--- src/hw/rtl/hale_pkg.sv ---
// ----------------------------------------------------------------------------
// hale_pkg: shared types, character codes and the comp lookup table
// Types and constants used by the assembly line encoder and its submodules.
// ----------------------------------------------------------------------------
package hale_pkg;

    // default characters kept per token, and characters the encoder looks at
    localparam int TOKEN_CHARS_DEF = 3;
    localparam int LOOK_CHARS      = 3;
    localparam int NUM_TOKENS      = 3;

    localparam logic [15:0] FIXED_WORD = 16'hEA87;
    localparam logic [15:0] C_PREFIX   = 16'hE000;

    // character codes
    localparam logic [7:0] CH_NUL   = 8'h00;
    localparam logic [7:0] CH_TAB   = 8'h09;
    localparam logic [7:0] CH_NL    = 8'h0A;
    localparam logic [7:0] CH_CR    = 8'h0D;
    localparam logic [7:0] CH_SPACE = 8'h20;
    localparam logic [7:0] CH_BANG  = 8'h21;
    localparam logic [7:0] CH_AMP   = 8'h26;
    localparam logic [7:0] CH_PLUS  = 8'h2B;
    localparam logic [7:0] CH_MINUS = 8'h2D;
    localparam logic [7:0] CH_ZERO  = 8'h30;
    localparam logic [7:0] CH_ONE   = 8'h31;
    localparam logic [7:0] CH_NINE  = 8'h39;
    localparam logic [7:0] CH_SEMI  = 8'h3B;
    localparam logic [7:0] CH_EQ    = 8'h3D;
    localparam logic [7:0] CH_AT    = 8'h40;
    localparam logic [7:0] CH_A     = 8'h41;
    localparam logic [7:0] CH_D     = 8'h44;
    localparam logic [7:0] CH_E     = 8'h45;
    localparam logic [7:0] CH_G     = 8'h47;
    localparam logic [7:0] CH_J     = 8'h4A;
    localparam logic [7:0] CH_L     = 8'h4C;
    localparam logic [7:0] CH_M     = 8'h4D;
    localparam logic [7:0] CH_N     = 8'h4E;
    localparam logic [7:0] CH_P     = 8'h50;
    localparam logic [7:0] CH_Q     = 8'h51;
    localparam logic [7:0] CH_T     = 8'h54;
    localparam logic [7:0] CH_BAR   = 8'h7C;
    localparam logic [7:0] LINE_LO  = 8'd48;
    localparam logic [7:0] LINE_HI  = 8'd90;

    typedef enum logic [2:0] {
        MODE_START = 3'd0,
        MODE_SKIP  = 3'd1,
        MODE_ADDR  = 3'd2,
        MODE_FIXED = 3'd3,
        MODE_CINST = 3'd4
    } line_mode_t;

    typedef enum logic [1:0] {
        PH_EMPTY = 2'd0,
        PH_SPACE = 2'd1,
        PH_WORD  = 2'd2,
        PH_AFTER = 2'd3
    } token_phase_t;

    // one character held in the input stage
    typedef struct packed {
        logic       valid;
        logic [7:0] ch;
    } char_item_t;

    // what the encoder sees of the current line's tokens
    typedef struct packed {
        logic [NUM_TOKENS-1:0][LOOK_CHARS-1:0][7:0] ch;
        logic [1:0]                                 count;
        logic                                       open;
    } tok_view_t;

    typedef struct packed {
        logic [7:0] c0;
        logic [7:0] c1;
        logic [7:0] c2;
        logic [1:0] len;
        logic [5:0] code;
        logic       abit;
    } comp_entry_t;

    typedef struct packed {
        logic       hit;
        logic       abit;
        logic [5:0] code;
    } comp_hit_t;

    localparam int COMP_ENTRIES = 28;

    localparam comp_entry_t COMP_TABLE [COMP_ENTRIES] = '{
        '{CH_ZERO,  CH_NUL,   CH_NUL,  2'd1, 6'h2A, 1'b0},
        '{CH_ONE,   CH_NUL,   CH_NUL,  2'd1, 6'h3F, 1'b0},
        '{CH_A,     CH_NUL,   CH_NUL,  2'd1, 6'h30, 1'b0},
        '{CH_D,     CH_NUL,   CH_NUL,  2'd1, 6'h0C, 1'b0},
        '{CH_M,     CH_NUL,   CH_NUL,  2'd1, 6'h30, 1'b1},
        '{CH_MINUS, CH_ONE,   CH_NUL,  2'd2, 6'h3A, 1'b0},
        '{CH_BANG,  CH_D,     CH_NUL,  2'd2, 6'h0D, 1'b0},
        '{CH_BANG,  CH_A,     CH_NUL,  2'd2, 6'h31, 1'b0},
        '{CH_BANG,  CH_M,     CH_NUL,  2'd2, 6'h31, 1'b1},
        '{CH_MINUS, CH_D,     CH_NUL,  2'd2, 6'h0F, 1'b0},
        '{CH_MINUS, CH_A,     CH_NUL,  2'd2, 6'h33, 1'b0},
        '{CH_MINUS, CH_M,     CH_NUL,  2'd2, 6'h33, 1'b1},
        '{CH_D,     CH_PLUS,  CH_ONE,  2'd3, 6'h1F, 1'b0},
        '{CH_A,     CH_PLUS,  CH_ONE,  2'd3, 6'h37, 1'b0},
        '{CH_M,     CH_PLUS,  CH_ONE,  2'd3, 6'h37, 1'b1},
        '{CH_D,     CH_MINUS, CH_ONE,  2'd3, 6'h0E, 1'b0},
        '{CH_A,     CH_MINUS, CH_ONE,  2'd3, 6'h32, 1'b0},
        '{CH_M,     CH_MINUS, CH_ONE,  2'd3, 6'h32, 1'b1},
        '{CH_D,     CH_PLUS,  CH_A,    2'd3, 6'h02, 1'b0},
        '{CH_D,     CH_PLUS,  CH_M,    2'd3, 6'h02, 1'b1},
        '{CH_D,     CH_MINUS, CH_A,    2'd3, 6'h13, 1'b0},
        '{CH_D,     CH_MINUS, CH_M,    2'd3, 6'h13, 1'b1},
        '{CH_A,     CH_MINUS, CH_D,    2'd3, 6'h07, 1'b0},
        '{CH_M,     CH_MINUS, CH_D,    2'd3, 6'h07, 1'b1},
        '{CH_D,     CH_AMP,   CH_A,    2'd3, 6'h00, 1'b0},
        '{CH_D,     CH_AMP,   CH_M,    2'd3, 6'h00, 1'b1},
        '{CH_D,     CH_BAR,   CH_A,    2'd3, 6'h15, 1'b0},
        '{CH_D,     CH_BAR,   CH_M,    2'd3, 6'h15, 1'b1}
    };

    // first matching comp entry; a one-character entry needs the second
    // character empty, a two-character entry ignores the third
    function automatic comp_hit_t comp_lookup(input logic [7:0] d0,
                                              input logic [7:0] d1,
                                              input logic [7:0] d2);
        comp_hit_t r;
        logic      m;
        r = '0;
        for (int k = 0; k < COMP_ENTRIES; k++)
        begin
            unique case (COMP_TABLE[k].len)
                2'd1:    m = (d0 == COMP_TABLE[k].c0) && (d1 == CH_NUL);
                2'd2:    m = (d0 == COMP_TABLE[k].c0) && (d1 == COMP_TABLE[k].c1);
                default: m = (d0 == COMP_TABLE[k].c0) && (d1 == COMP_TABLE[k].c1)
                             && (d2 == COMP_TABLE[k].c2);
            endcase
            if (!r.hit && m)
            begin
                r.hit  = 1'b1;
                r.abit = COMP_TABLE[k].abit;
                r.code = COMP_TABLE[k].code;
            end
        end
        return r;
    endfunction

endpackage

--- src/hw/rtl/hale_c_encoder.sv ---
// ----------------------------------------------------------------------------
// hale_c_encoder: C instruction encoder
// Maps the dest, comp and jump tokens of a line onto a word, keeping the
// previous word's bits for any field that is not recognized, but a two-part line clears the field it lacks.
// ----------------------------------------------------------------------------
module hale_c_encoder
(
    input  hale_pkg::tok_view_t view,
    input  logic [15:0]         prev_word,
    output logic [15:0]         word
);

    logic                 two_parts;
    logic                 jump_form;
    logic [2:0][7:0]      t0;
    logic [2:0][7:0]      t1;
    logic [2:0][7:0]      t2;
    logic [2:0]           jump_code;
    logic [2:0]           dest_code;
    logic                 dest_hit;
    hale_pkg::comp_hit_t  comp;

    assign two_parts = ((view.count == 2'd2) && !view.open)
                     || ((view.count == 2'd1) && view.open);
    assign jump_form = two_parts && (view.ch[1][0] == hale_pkg::CH_J);

    // shift tokens into dest/comp/jump slots
    always_comb
    begin
        t0 = view.ch[0];
        t1 = view.ch[1];
        t2 = view.ch[2];
        if (jump_form)
        begin
            t0 = '0;
            t1 = view.ch[0];
            t2 = view.ch[1];
        end
        else if (two_parts)
        begin
            t2 = '0;
        end
    end

    always_comb
    begin
        jump_code = 3'd0;
        priority if (t2[1] == hale_pkg::CH_G && t2[2] == hale_pkg::CH_T) jump_code = 3'd1;
        else if (t2[1] == hale_pkg::CH_E && t2[2] == hale_pkg::CH_Q)     jump_code = 3'd2;
        else if (t2[1] == hale_pkg::CH_G && t2[2] == hale_pkg::CH_E)     jump_code = 3'd3;
        else if (t2[1] == hale_pkg::CH_L && t2[2] == hale_pkg::CH_T)     jump_code = 3'd4;
        else if (t2[1] == hale_pkg::CH_N && t2[2] == hale_pkg::CH_E)     jump_code = 3'd5;
        else if (t2[1] == hale_pkg::CH_L && t2[2] == hale_pkg::CH_E)     jump_code = 3'd6;
        else if (t2[1] == hale_pkg::CH_M && t2[2] == hale_pkg::CH_P)     jump_code = 3'd7;
        else                                                             jump_code = 3'd0;
    end

    always_comb
    begin
        dest_hit  = 1'b1;
        dest_code = 3'd0;
        priority if (t0[0] == hale_pkg::CH_M && t0[1] == hale_pkg::CH_NUL) dest_code = 3'd1;
        else if (t0[0] == hale_pkg::CH_A && t0[1] == hale_pkg::CH_NUL)     dest_code = 3'd4;
        else if (t0[0] == hale_pkg::CH_D && t0[1] == hale_pkg::CH_NUL)     dest_code = 3'd2;
        else if (t0[0] == hale_pkg::CH_M && t0[1] == hale_pkg::CH_D)       dest_code = 3'd3;
        else if (t0[0] == hale_pkg::CH_A && t0[1] == hale_pkg::CH_M
                 && t0[2] != hale_pkg::CH_D)                               dest_code = 3'd5;
        else if (t0[0] == hale_pkg::CH_A && t0[1] == hale_pkg::CH_D)       dest_code = 3'd6;
        else if (t0[0] == hale_pkg::CH_A && t0[1] == hale_pkg::CH_M)       dest_code = 3'd7;
        else                                                               dest_hit  = 1'b0;
    end

    assign comp = hale_pkg::comp_lookup(t1[0], t1[1], t1[2]);

    always_comb
    begin
        word = prev_word | hale_pkg::C_PREFIX;
        if (jump_form)
        begin
            word[5:3] = 3'd0;
        end
        else if (two_parts)
        begin
            word[2:0] = 3'd0;
        end
        if (jump_code != 3'd0)
        begin
            word[2:0] = jump_code;
        end
        if (dest_hit)
        begin
            word[5:3] = dest_code;
        end
        if (comp.hit)
        begin
            word[12:6] = {comp.abit, comp.code};
        end
    end

endmodule

--- src/hw/rtl/hale_line_tracker.sv ---
// ----------------------------------------------------------------------------
// hale_line_tracker: per-line state
// Classifies each line, accumulates the address, collects tokens and holds
// the previous word; produces the word of an address, fixed or C line when its newline arrives.
// ----------------------------------------------------------------------------
module hale_line_tracker #(
    parameter int TOKEN_CHARS = hale_pkg::TOKEN_CHARS_DEF
)
(
    input  logic                 clk,
    input  logic                 rst_n,
    input  hale_pkg::char_item_t item,
    input  logic                 advance,
    output logic                 emit_req,
    output logic [15:0]          emit_word
);

    localparam int PW = $clog2(TOKEN_CHARS + 1);

    hale_pkg::line_mode_t   mode_reg,  mode_next;
    logic [14:0]            addr_reg,  addr_next;
    logic                   stop_reg,  stop_next;
    logic [7:0]             tok_reg  [hale_pkg::NUM_TOKENS][TOKEN_CHARS];
    logic [7:0]             tok_next [hale_pkg::NUM_TOKENS][TOKEN_CHARS];
    logic [1:0]             tn_reg,    tn_next;
    logic [PW-1:0]          pos_reg,   pos_next;
    hale_pkg::token_phase_t ph_reg,    ph_next;
    logic [15:0]            prev_reg,  prev_next;

    logic                   step;
    logic [7:0]             c;
    logic                   is_nl;
    logic                   is_sep;
    logic                   is_ws;
    logic                   is_digit;
    logic                   take_en;
    logic [1:0]             tn_tc;
    logic [PW-1:0]          pos_tc;
    hale_pkg::token_phase_t ph_tc;
    logic                   wr_tc;
    hale_pkg::tok_view_t    view;
    logic [15:0]            c_word;

    assign step     = item.valid && advance;
    assign c        = item.ch;
    assign is_nl    = (c == hale_pkg::CH_NL);
    assign is_sep   = (c == hale_pkg::CH_EQ) || (c == hale_pkg::CH_SEMI);
    assign is_ws    = ((c >= hale_pkg::CH_TAB) && (c <= hale_pkg::CH_CR))
                    || (c == hale_pkg::CH_SPACE);
    assign is_digit = (c >= hale_pkg::CH_ZERO) && (c <= hale_pkg::CH_NINE);

    // token collection for one character
    always_comb
    begin
        tn_tc  = tn_reg;
        pos_tc = pos_reg;
        ph_tc  = ph_reg;
        wr_tc  = 1'b0;
        if (is_sep)
        begin
            if (ph_reg != hale_pkg::PH_EMPTY)
            begin
                tn_tc  = (tn_reg == 2'd3) ? 2'd3 : tn_reg + 2'd1;
                pos_tc = '0;
                ph_tc  = hale_pkg::PH_EMPTY;
            end
        end
        else if (is_ws)
        begin
            if (ph_reg == hale_pkg::PH_EMPTY)
            begin
                ph_tc = hale_pkg::PH_SPACE;
            end
            else if (ph_reg == hale_pkg::PH_WORD)
            begin
                ph_tc = hale_pkg::PH_AFTER;
            end
        end
        else if (ph_reg != hale_pkg::PH_AFTER)
        begin
            ph_tc = hale_pkg::PH_WORD;
            if ((tn_reg != 2'd3) && (pos_reg < PW'(TOKEN_CHARS)))
            begin
                wr_tc  = 1'b1;
                pos_tc = pos_reg + PW'(1);
            end
        end
    end

    // next line mode
    always_comb
    begin
        mode_next = mode_reg;
        if (step)
        begin
            if (mode_reg == hale_pkg::MODE_START)
            begin
                priority if (is_nl)                                    mode_next = mode_reg;
                else if ((c < hale_pkg::LINE_LO) || (c > hale_pkg::LINE_HI))
                                                                        mode_next = hale_pkg::MODE_SKIP;
                else if (c == hale_pkg::CH_AT)                         mode_next = hale_pkg::MODE_ADDR;
                else if (c == hale_pkg::CH_ZERO)                       mode_next = hale_pkg::MODE_FIXED;
                else                                                   mode_next = hale_pkg::MODE_CINST;
            end
            else if (is_nl)
            begin
                mode_next = hale_pkg::MODE_START;
            end
        end
    end

    assign take_en = step && !is_nl
                   && ((mode_reg == hale_pkg::MODE_CINST)
                       || ((mode_reg == hale_pkg::MODE_START)
                           && (c >= hale_pkg::LINE_LO) && (c <= hale_pkg::LINE_HI)
                           && (c != hale_pkg::CH_AT) && (c != hale_pkg::CH_ZERO)));

    // datapath next values
    always_comb
    begin
        addr_next = addr_reg;
        stop_next = stop_reg;
        tok_next  = tok_reg;
        tn_next   = tn_reg;
        pos_next  = pos_reg;
        ph_next   = ph_reg;
        prev_next = prev_reg;
        if (step && is_nl && (mode_reg != hale_pkg::MODE_START))
        begin
            // end of line: clear it
            addr_next = '0;
            stop_next = 1'b0;
            for (int t = 0; t < hale_pkg::NUM_TOKENS; t++)
            begin
                for (int k = 0; k < TOKEN_CHARS; k++)
                begin
                    tok_next[t][k] = '0;
                end
            end
            tn_next  = '0;
            pos_next = '0;
            ph_next  = hale_pkg::PH_EMPTY;
            if (emit_req)
            begin
                prev_next = emit_word;
            end
        end
        else if (step && (mode_reg == hale_pkg::MODE_ADDR))
        begin
            if (!stop_reg && is_digit)
            begin
                addr_next = (addr_reg << 3) + (addr_reg << 1) + {7'd0, c - hale_pkg::CH_ZERO};
            end
            else
            begin
                stop_next = 1'b1;
            end
        end
        else if (take_en)
        begin
            tn_next  = tn_tc;
            pos_next = pos_tc;
            ph_next  = ph_tc;
            for (int t = 0; t < hale_pkg::NUM_TOKENS; t++)
            begin
                for (int k = 0; k < TOKEN_CHARS; k++)
                begin
                    if (wr_tc && (tn_reg == 2'(t)) && (pos_reg == PW'(k)))
                    begin
                        tok_next[t][k] = c;
                    end
                end
            end
        end
    end

    always_comb
    begin
        for (int t = 0; t < hale_pkg::NUM_TOKENS; t++)
        begin
            for (int k = 0; k < hale_pkg::LOOK_CHARS; k++)
            begin
                view.ch[t][k] = tok_reg[t][k];
            end
        end
        view.count = tn_reg;
        view.open  = (ph_reg != hale_pkg::PH_EMPTY);
    end

    hale_c_encoder u_c_encoder
    (
        .view      (view),
        .prev_word (prev_reg),
        .word      (c_word)
    );

    // outputs
    always_comb
    begin
        emit_req = item.valid && is_nl
                 && ((mode_reg == hale_pkg::MODE_ADDR) || (mode_reg == hale_pkg::MODE_FIXED)
                     || (mode_reg == hale_pkg::MODE_CINST));
        unique case (mode_reg)
            hale_pkg::MODE_ADDR:  emit_word = {1'b0, addr_reg};
            hale_pkg::MODE_FIXED: emit_word = hale_pkg::FIXED_WORD;
            default:              emit_word = c_word;
        endcase
    end

    always_ff @(posedge clk or negedge rst_n)
    begin
        if (!rst_n)
        begin
            mode_reg <= hale_pkg::MODE_START;
            addr_reg <= '0;
            stop_reg <= 1'b0;
            for (int t = 0; t < hale_pkg::NUM_TOKENS; t++)
            begin
                for (int k = 0; k < TOKEN_CHARS; k++)
                begin
                    tok_reg[t][k] <= '0;
                end
            end
            tn_reg   <= '0;
            pos_reg  <= '0;
            ph_reg   <= hale_pkg::PH_EMPTY;
            prev_reg <= '0;
        end
        else
        begin
            mode_reg <= mode_next;
            addr_reg <= addr_next;
            stop_reg <= stop_next;
            tok_reg  <= tok_next;
            tn_reg   <= tn_next;
            pos_reg  <= pos_next;
            ph_reg   <= ph_next;
            prev_reg <= prev_next;
        end
    end

endmodule

--- src/hw/rtl/hack_assembly_line_encoder.sv ---
// ----------------------------------------------------------------------------
// hack_assembly_line_encoder: assembly text to machine word encoder
// A newline item goes into the input register, and the word of its line is then
// loaded into the result register, which drives the result port.
// Throughput: one character per cycle; the input register holds only while
// a finished word waits unread and the character in it ends a line that
// gives a word.
// Reset: clears the line state, the previous word and both registers.
// ----------------------------------------------------------------------------
module hack_assembly_line_encoder #(
    parameter int TOKEN_CHARS = hale_pkg::TOKEN_CHARS_DEF
)
(
    input  logic        clk,
    input  logic        rst_n,
    input  logic        s_axis_tvalid,
    output logic        s_axis_tready,
    input  logic [7:0]  s_axis_tdata,   // [7:0] text_char
    output logic        m_axis_tvalid,
    input  logic        m_axis_tready,
    output logic [15:0] m_axis_tdata    // [15:0] machine_word
);

    // input register: one character waiting to update the line state
    hale_pkg::char_item_t in_reg, in_next;

    // result register: one finished word waiting to be taken
    logic        out_valid_reg, out_valid_next;
    logic [15:0] out_word_reg,  out_word_next;

    logic        emit_req;
    logic [15:0] emit_word;
    logic        advance;

    // hold the character only when it would emit into a full result slot that is not taken
    assign advance       = !(emit_req && out_valid_reg && !m_axis_tready);
    assign s_axis_tready = !in_reg.valid || advance;

    always_comb
    begin
        in_next = in_reg;
        if (s_axis_tready)
        begin
            in_next.valid = s_axis_tvalid;
            in_next.ch    = s_axis_tdata;
        end
    end

    hale_line_tracker #(
        .TOKEN_CHARS (TOKEN_CHARS)
    ) u_line_tracker
    (
        .clk       (clk),
        .rst_n     (rst_n),
        .item      (in_reg),
        .advance   (advance),
        .emit_req  (emit_req),
        .emit_word (emit_word)
    );

    // load a new word when one is emitted, drop the old one when taken
    always_comb
    begin
        out_valid_next = out_valid_reg;
        out_word_next  = out_word_reg;
        if (emit_req && advance)
        begin
            out_valid_next = 1'b1;
            out_word_next  = emit_word;
        end
        else if (m_axis_tready)
        begin
            out_valid_next = 1'b0;
        end
    end

    always_ff @(posedge clk or negedge rst_n)
    begin
        if (!rst_n)
        begin
            in_reg        <= '0;
            out_valid_reg <= 1'b0;
            out_word_reg  <= '0;
        end
        else
        begin
            in_reg        <= in_next;
            out_valid_reg <= out_valid_next;
            out_word_reg  <= out_word_next;
        end
    end

    assign m_axis_tvalid = out_valid_reg;
    assign m_axis_tdata  = out_word_reg;

endmodule

--- config.mk ---
export PLATFORM = sky130hd
export DESIGN_NAME = hack_assembly_line_encoder
export DESIGN_NICKNAME = d
export VERILOG_FILES = /design/src/hw/rtl/hale_pkg.sv /design/src/hw/rtl/hale_c_encoder.sv /design/src/hw/rtl/hale_line_tracker.sv /design/src/hw/rtl/hack_assembly_line_encoder.sv
export SDC_FILE = /design/constraint.sdc
export NUM_CORES = 1
export LEC_CHECK = 0
export CAP_MARGIN = 20
export CORE_ASPECT_RATIO = 0.6
export CORE_UTILIZATION = 65
export CTS_BUF_LIST = sky130_fd_sc_hd__clkbuf_4
export CTS_CLUSTER_SIZE = 20
export DETAILED_ROUTE_END_ITERATION = 6
export DONT_BUFFER_PORTS = 1
export GPL_ROUTABILITY_DRIVEN = 0
export MAX_ROUTING_LAYER = met4
export PLACE_DENSITY = 0.88
export RECOVER_POWER = 100
export SETUP_SLACK_MARGIN = 0.4
export SLEW_MARGIN = 40
export SYNTH_ARGS = -nofsm -noshare
export SYNTH_HDL_FRONTEND = slang
export SYNTH_SLANG_ARGS = --single-unit
--- constraint.sdc ---
create_clock -name clk -period 6.7 [get_ports clk]
set_input_delay 1.005 -clock clk [delete_from_list [all_inputs] [get_ports clk]]
set_output_delay 1.005 -clock clk [all_outputs]
set_load 0.05 [all_outputs]
* After elaboration in Yosys (flattened, before gate mapping) *
Index checks and enable logic that the tools add are counted.

word-level totals
  register bits = 136
  output and inout bits = 18

operators by class
  add/sub/neg operators = 5
  order comparisons = 8
  equality and inequality tests = 60
  muxes and demuxes = 112
  reduce and logical (&&, ||, !) cells = 196

operators by type and width
  cell                                                                                 number
  8-bit two-way mux                                                                    37
  72-bit two-way mux                                                                   3
  8-bit by 7-bit equality test with 1-bit output, second input constant                26
  1-bit logical AND                                                                    111
  8-bit by 6-bit equality test with 1-bit output, second input constant                13
  24-bit two-way mux                                                                   4
  3-bit two-way mux                                                                    25
  15-bit two-way mux                                                                   3
  2-bit two-way mux                                                                    22
  2-bit nonzero test                                                                   17
  1-bit logical NOT                                                                    33
  16-bit one-hot mux with 2 select lines                                               1
  3-bit AND reduction                                                                  10
  8-bit logical NOT                                                                    2
  1-bit two-way mux                                                                    16
  8-bit by 7-bit inequality test with 1-bit output, second input constant              2
  15-bit adder                                                                         1
  15-bit by 8-bit adder with 15-bit output                                             1
  3-bit nonzero test                                                                   4
  2-bit equality test, second input constant                                           4
  8-bit by 4-bit equality test with 1-bit output, second input constant                1
  8-bit by 4-bit greater-or-equal comparator with 1-bit output, second input constant  1
  8-bit by 6-bit greater-or-equal comparator with 1-bit output, second input constant  1
  8-bit by 7-bit greater-than comparator with 1-bit output, second input constant      1
  25 further kinds                                                                     42

* Logic depth before layout (Yosys ltp) *
Gate-level depths: netlist of run 1.

  depth after elaboration = 92
  gate-level depth with buffers = 14

* Cells and area by module *
A second synthesis of run 1 with hierarchy kept.

unflattened totals
  cell total of the unflattened synthesis = 937
  area, all modules = 9090.0 um^2

by module, submodules not included
  module                      instances  cells an instance  area each (um^2)
  hale_line_tracker           1          557                6024.5
  hale_c_encoder              1          322                2037.0
  hack_assembly_line_encoder  1          58                 1028.5

* Worst setup path after synthesis of run 1 *
OpenSTA, ideal clock, no wires.

  path type = register -> register
  start = register in_reg[4] in the netlist's numbering
  end = register u_line_tracker.addr_reg[14]
  arrival time = 3.272 ns
  required time = 6.579 ns
  path slack = 3.307 ns
  stages on the path, launching flop included = 15
  period minus slack after synthesis = 3.393 ns
  path through = dfrtp_1 -> inv_1 -> ha_1 -> inv_1 -> fa_1 -> inv_1 -> ha_1 -> a21o_1 -> a21o_1 -> a21o_1 -> a21oi_1 -> o21ai_0 -> o41ai_1 -> xnor2_1 -> a22o_1

on the way
  cells in the longest elaborated chain, start to end = 11
  elaborated cells on any way between the ends = 22

ends and longest elaborated chain
  item                                                                                               line                              RTL
  from (decl)                                                                                        hack_assembly_line_encoder.sv:25  hale_pkg::char_item_t in_reg, in_next;
  from (signal assigned)                                                                             hack_assembly_line_encoder.sv:87  in_reg <= in_next;
  parallel branches: the longest is 11 deep, another holds 15-bit by 8-bit adder with 15-bit output  n/a
  to (signal assigned)                                                                               hale_line_tracker.sv:232          addr_reg <= addr_next;
  to (decl)                                                                                          hale_line_tracker.sv:21           logic [14:0] addr_reg, addr_next;

Several ways; the timed one is not identified. The select of a mux whose other input is x is not followed.
A chain may end at the register's enable or synchronous reset.

* Worst setup path after layout of run 1 *
  start = register in_reg[1] in the netlist's numbering
  end = register u_line_tracker.tn_reg[1]

on the way
  cells in the longest elaborated chain, start to end = 11
  elaborated cells on any way between the ends = 31

ends and longest elaborated chain
  item                                                                                                                   line                      RTL
  parallel branches: the longest is 11 deep, another holds 8-bit by 6-bit greater-or-equal comparator with 1-bit output  n/a
  to (signal assigned)                                                                                                   hale_line_tracker.sv:235  tn_reg <= tn_next;
  to (decl)                                                                                                              hale_line_tracker.sv:25   logic [1:0] tn_reg, tn_next;

Several ways; the timed one is not identified.

==> results.ini, run 1 <==
[route]
first_pass_iters = 7
drt_iter0_markers = 1092
routed-via-count = 7948
routed_wl_um = 24500
drc = 12
drt-wirelength-per-cell_um = 21.9
drt-vias-per-instance = 7.12
postRouteAntennaNets = 0

[clocking]
cts_setup_buffers = 0
post_cts_resized = 0
numCtsBuffers = 17
clkTransAtPathRegs_ps = 150
cts.sinks = 128
cts-root-buf = clkbuf_4
cts_hold_buf = 0
htreeDepth = 4
clock_path_buffers = 2
cts_tree = built
insertion_delay_ps = 580

[power]
power_density_nw_per_um2 = 188
netSwitchingPower_mw = 0.480
total_power_mw = 1.65
seq_power_share_pct = 52.9
vdd_drop_max_mv = 0.145
p_leak_nw = 3.79
power.share.combinational_pct = 8.5
swShare_pct = 29.2
intPower_mw = 1.17
power_frac_clock_pct = 38.6

[floorplanning]
core.rowCount = 31
dieWidth_um = 149
core_um2 = 12300
ioPinCount = 30
die-height_um = 90.1
dieArea_um2 = 13400
start_util_pct = 68.1

[timing]
fin_ws_ps = 1570
max-slew-margin-rel_pct = -16.9
fin_setup_tns_ps = 0
hold_violations = 0
fmax_mhz = 195
finalCritPeriodShare_pct = 76.6
rsz0062_at_grt = false
min_period_ps = 5130
slew_violations = 35
worst_pin_slew_ps = 1750
setup_viol = 0
clock_skew_ps = 29.6
fin_hold_ws_ps = 124

[logic_synthesis]
synth_edf_count = 0
ys_ff_latch = 128
yosysUniqueCellTypes = 90
syn_area_um2 = 8400
syn_inst = 960
synth_seq_area_share_pct = 38.1
synth.avg_cell_area_um2 = 8.75
synth_fp_nets = 1007
ys_warn_count = 0
async_flop_share_pct = 100
synthFlopType = dfrtp_1

[layout]
largest_register_ffs = 64
area_growth_pct = 4.29
drive_above_1_share_pct = 7.04
n_antenna_cell = 0
postLayoutCoreUtil_pct = 71.0
finalNonFillerCells = 1117
fin_nets = 987
nFillCells = 907
stdcell_area_um2 = 8760

[critical_path]
worst_ep_arrival_time_ps = 5580
cp_cell_sequence = nor4bb_1, and3_1, nand3_1, or2_0, nand4_1, clkbuf_1, o41ai_1, a21oi_1, nor2_1
crit_family = simple AND/OR/NAND/NOR gates
critPathRequiredTime_ps = 7150
worstSetupStartpointType = register
worst-path-buf-inv = 1
crit_fanout = 34
cp-end-kind = register
max_stage_delay_ps = 1280
critPathSlowestCell = clkbuf_1
r2r_slack_ps = 1570
crit_type = reg -> reg

[grt]
grt_start_max_net_pins = 129
gr-total-overflow = 0
grt_pass1_wl_um = 39100
grt_usage_pct = 39.2
antenna_found_initial = 0
grt_pass1_vias = 7230

[placement]
place_area_um2 = 8480
place_inst = 1085
place_ws_ps = 2580
io_buffers = 0
hpwlAfterDp_um = 17100

[run_status]
status = complete, but fails checks
violations = design-rule violations, max-capacitance violations, max-slew violations

[run]
maxCapViolCount = 2

[min_path]
hold_path_class = in -> async

-- final timing paths --
check,start,depth (start not counted),to
worst max-delay path,in_reg[1],9,u_line_tracker.tn_reg[1]
worst min-delay path,rst_n,0,m_axis_tdata[14]
worst max register to register,in_reg[1],9,u_line_tracker.tn_reg[1]
worst min register to register,u_line_tracker.prev_reg[0],1,u_line_tracker.prev_reg[0]
max in group asynchronous,rst_n,0,u_line_tracker.tok_reg[43]
min in group clk,u_line_tracker.prev_reg[0],1,u_line_tracker.prev_reg[0]
-- power groups by stage --
stage	Combinational [mW]	Clock, mW	Sequential [mW]
floorplan	0.111	0	0.856
CTS	0.136	0.635	0.865
finish	0.140	0.636	0.870
detailed placement	0.134	0	0.880
global route	0.154	0.671	0.874
global placement	0.129	0	0.877
-- area by class of cell --
type,instances,area (um^2),area share [%]
Multi-Input combinational cell,746,4810,54.9
Clock buffer,17,128,1.46
Clock inverter,14,208,2.37
Inverter,36,135,1.54
Tap cell,165,206,2.36
Sequential cell,128,3200,36.6
Timing Repair Buffer,11,75.1,0.857
-- worst register-to-register path, delay by kind of cell (launching register included) --
kind                   cells  cell delay [ps]
buffers and inverters      1             1280
AO/OA/AOI/OAI              2              640
flip-flops                 1              810
AND/OR/NAND/NOR            6             2270
-- layout by cell type, fill, tap and decap left out, types with 6 or more instances in the layout --
master / n
xnor2_1: 12
mux2i_1: 12
nor4_1: 17
clkbuf_4: 17
nand2b_1: 17
o211ai_1: 10
a21o_1: 17
nor3_1: 23
nand3_1: 76
a31oi_1: 15
a22o_1: 19
nor2b_1: 11
nand2_1: 71
ha_1: 29
nand4_1: 14
inv_1: 36
fa_1: 6
dfrtp_1: 128
buf_4: 7
o21a_1: 7
and3_1: 10
o41ai_1: 6
a21oi_1: 68
a211oi_1: 10
nor2_1: 86
xor2_1: 7
nor4b_1: 13
o21ai_0: 61
or2_2: 7
o22ai_1: 7
-- Yosys cell counts (7+ instances only) --
cell type | count | area (um^2)
and2_1 | 9 | 56.3
o22ai_1 | 7 | 43.8
a21o_1 | 17 | 128
nand2b_1 | 17 | 106
a31oi_1 | 15 | 93.8
nor3_1 | 22 | 110
xnor2_1 | 12 | 105
ha_1 | 29 | 363
clkbuf_1 | 34 | 128
or2_2 | 8 | 50.1
dfrtp_1 | 128 | 3200
nand4_1 | 14 | 87.6
nor4b_1 | 12 | 105
o211ai_1 | 9 | 67.6
a22o_1 | 19 | 166
nor2b_1 | 11 | 68.8
a211oi_1 | 10 | 75.1
nor2_1 | 85 | 319
nor4_1 | 17 | 106
a21oi_1 | 68 | 340
xor2_1 | 7 | 61.3
nand2_1 | 71 | 267
o21ai_0 | 61 | 305
buf_2 | 11 | 55.1
o21a_1 | 7 | 52.6
mux2i_1 | 12 | 120
nand3_1 | 76 | 380
and3_1 | 10 | 62.6
inv_1 | 36 | 135
-- cells by family after synthesis --
logic type	synth area share, %
simple gates	25.8
compound gates	22.1
flops	38.1
buf+inv	4.29
fa+ha+maj	5.75
xor+xnor	1.98
mux	1.97
-- routing by layer --
metal  GRT usage [%]  vias up  wire (um)
li1                -     3528          -
met1            57.3     3754      10400
met2            50.8      588       9920
met3            13.8       78       3630
met4            10.4        0        535
met5               -        -          0
Power figures use the tool's default switching activity.
==> run 2: changes to the inputs <==
==> constraint.sdc (replaced) <==
create_clock -name clk -period 5 [get_ports clk]
set_input_delay 0.75 -clock clk [delete_from_list [all_inputs] [get_ports clk]]
set_output_delay 0.75 -clock clk [all_outputs]
set_load 0.05 [all_outputs]
==> results.ini, run 2 (synthesis gave the netlist of run 1 again) <==
[run_status]
status = complete, but fails checks  ; unchanged
violations = design-rule violations, max-capacitance violations, max-slew violations  ; unchanged

[critical_path]
worst-r2r-cell-count = 9  ; unchanged
worst_ep_arrival_time_ps = 5000  ; was 5580 ps
crit_type = reg -> reg  ; unchanged
cp-end-kind = register  ; unchanged
timing.rr.start = u_line_tracker.tok_reg[44]  ; was in_reg[1]
worstSetupStartpointType = register  ; unchanged
r2r_slack_ps = 430  ; was 1570 ps
crit_fanout = 16  ; was 34
critPathRequiredTime_ps = 5430  ; was 7150 ps
r2r-end = m_axis_tdata[6]  ; was u_line_tracker.tn_reg[1]

[power]
vdd_drop_max_mv = 0.190  ; was 0.145 mV
p_leak_nw = 3.80  ; was 3.79 nW
power_density_nw_per_um2 = 245  ; was 188 nW/um^2

[clocking]
htreeDepth = 4  ; unchanged
cts_tree = built  ; unchanged
insertion_delay_ps = 570  ; was 580 ps
cts-root-buf = clkbuf_4  ; unchanged
cts.sinks = 128  ; unchanged
clkTransAtPathRegs_ps = 140  ; was 150 ps
numCtsBuffers = 17  ; unchanged
cts_setup_buffers = 0  ; unchanged
clock_path_buffers = 2  ; unchanged

[floorplanning]
core.rowCount = 31  ; unchanged
dieWidth_um = 149  ; unchanged
dieArea_um2 = 13400  ; unchanged
die-height_um = 90.1  ; unchanged
start_util_pct = 68.1  ; unchanged
core_um2 = 12300  ; unchanged
ioPinCount = 30  ; unchanged

[layout]
multi_input_area_um2 = 4840  ; was 4810 um^2
postLayoutCoreUtil_pct = 71.2  ; was 71.0%
largest_register_ffs = 64  ; unchanged
final_common_cell = dfrtp_1  ; unchanged
regArea_um2 = 3200  ; unchanged
nFillCells = 935  ; was 907
drive_above_1_share_pct = 8.27  ; was 7.04%
fin_nets = 989  ; was 987
layout_common_cells = 128 x dfrtp_1, 85 x nor2_1, 76 x nand3_1, 71 x nand2_1, 68 x a21oi_1  ; was 128 x dfrtp_1, 86 x nor2_1, 76 x nand3_1, 71 x nand2_1, 68 x a21oi_1
area_growth_pct = 4.44  ; was 4.29%

[placement]
hpwlAfterDp_um = 17100  ; about the same
place_ws_ps = 949  ; was 2580 ps
io_buffers = 0  ; unchanged

[grt]
gr-total-overflow = 0  ; unchanged
grt_usage_pct = 39.3  ; was 39.2%
grt_start_max_net_pins = 129  ; unchanged
antenna_found_initial = 1  ; was 0
grt_pass1_vias = 7341  ; was 7,230
grt_pass1_wl_um = 39200  ; was 39,100 um

[timing]
clock_skew_ps = 27.9  ; was 29.6 ps
fin_ws_ps = 428  ; was 1570 ps
fmax_mhz = 219  ; was 195 MHz
finalCritPeriodShare_pct = 91.4  ; was 76.6%
hold_violations = 0  ; unchanged
worst_pin_slew_ps = 3140  ; was 1750 ps
fin_setup_tns_ps = 0  ; unchanged
setup_viol = 0  ; unchanged
rsz0062_at_grt = false  ; unchanged
min_period_ps = 4570  ; was 5130 ps
max-slew-margin-rel_pct = -110  ; was -16.9%
slew_violations = 129  ; was 35
fin_hold_ws_ps = 278  ; was 124 ps

[route]
drc = 3  ; was 12
first_pass_iters = 7  ; unchanged
routed_wl_um = 24200  ; was 24,500 um
wl_met3_um = 4010  ; was 3630 um
routed-via-count = 8044  ; was 7,948
drt_iter0_markers = 1229  ; was 1,092
met2WireLength_um = 9680  ; was 9920 um
drt-vias-per-instance = 7.18  ; was 7.12
route.layer.met1.wl_um = 9970  ; was 10,400 um
postRouteAntennaNets = 0  ; unchanged
drt-wirelength-per-cell_um = 21.6  ; was 21.9 um
top_layer = met4  ; unchanged

[run]
maxCapViolCount = 1  ; was 2

[min_path]
min-delay-start = s_axis_tdata[3]
hold_end = in_reg[3]
whs_path_depth = 1
hold_path_class = in -> reg  ; was in -> async

==> run 2: what timing repair did <==
action | in CTS | in global routing
resized for setup | 0 | 0
hold buffers | 1 | 0
endpoints found under the hold margin | 128 | 0
==> run 2: power by group <==
| group | switching, mW | leakage (nW) | internal [mW] |
|---|---|---|---|
| Combinational | 0.130 | 2.25 | 0.0740 |
| Sequential | 0.0826 | 1.40 | 1.08 |
| Clock | 0.471 | 0.155 | 0.311 |
| Total | 0.684 | 3.80 | 1.47 |
==> run 2: worst max-delay path, stage by stage, from the launching register on <==
cell,delay (ps)
dfrtp_1,450
or4b_4,600
or3_1,680
nor2_1,1020
a21oi_1,280
or4_4,580
o211ai_1,170
nor3_1,110
nor4b_1,450
a211oi_1,110
==> run 2: worst max-delay path by stage <==
| stage | from | to | slack (ps) | depth (start not counted) |
|---|---|---|---|---|
| 6_report | u_line_tracker.tok_reg[44] | m_axis_tdata[6] | 430 | 9 |
| 5_1_grt | u_line_tracker.tok_reg[45] | m_axis_tdata[6] | 300 | 9 |
| 3_5_place_dp | in_reg[4] | u_line_tracker.addr_reg[14] | 950 | 14 |
| 2_1_floorplan | in_reg[4] | u_line_tracker.addr_reg[14] | 1610 | 14 |
| 4_1_cts | in_reg[4] | u_line_tracker.addr_reg[14] | 900 | 14 |
| 3_3_place_gp | in_reg[4] | u_line_tracker.tok_reg[58] | 1030 | 12 |
==> run 2: layout make-up <==
class | instances | share of cell area, %
Clock buffer | 17 | 1.45
Tap cell | 165 | 2.35
Antenna cell | 1 | 0.0285
Inverter | 36 | 1.54
Clock inverter | 15 | 1.95
Sequential cell | 128 | 36.5
Timing Repair Buffer | 13 | 1.01
Multi-Input combinational cell | 746 | 55.2
==> run 2: per-stage QoR <==
stage	area [um^2]	total power [mW]	cells
after CTS	8810	2.14	1120
after detailed placement	8480	1.36	1087
after global placement	8480	1.35	1087
after global routing	8780	2.23	1121
after floorplan	8400	1.30	960
final	8780	2.15	1121
==> run 2: metal layers <==
| metal | track usage (%) | vias to the layer above |
|---|---|---|
| li1 | - | 3540 |
| met3 | 15.1 | 86 |
| met4 | 10.9 | 0 |
| met1 | 56.5 | 3783 |
| met5 | - | - |
| met2 | 51.0 | 635 |
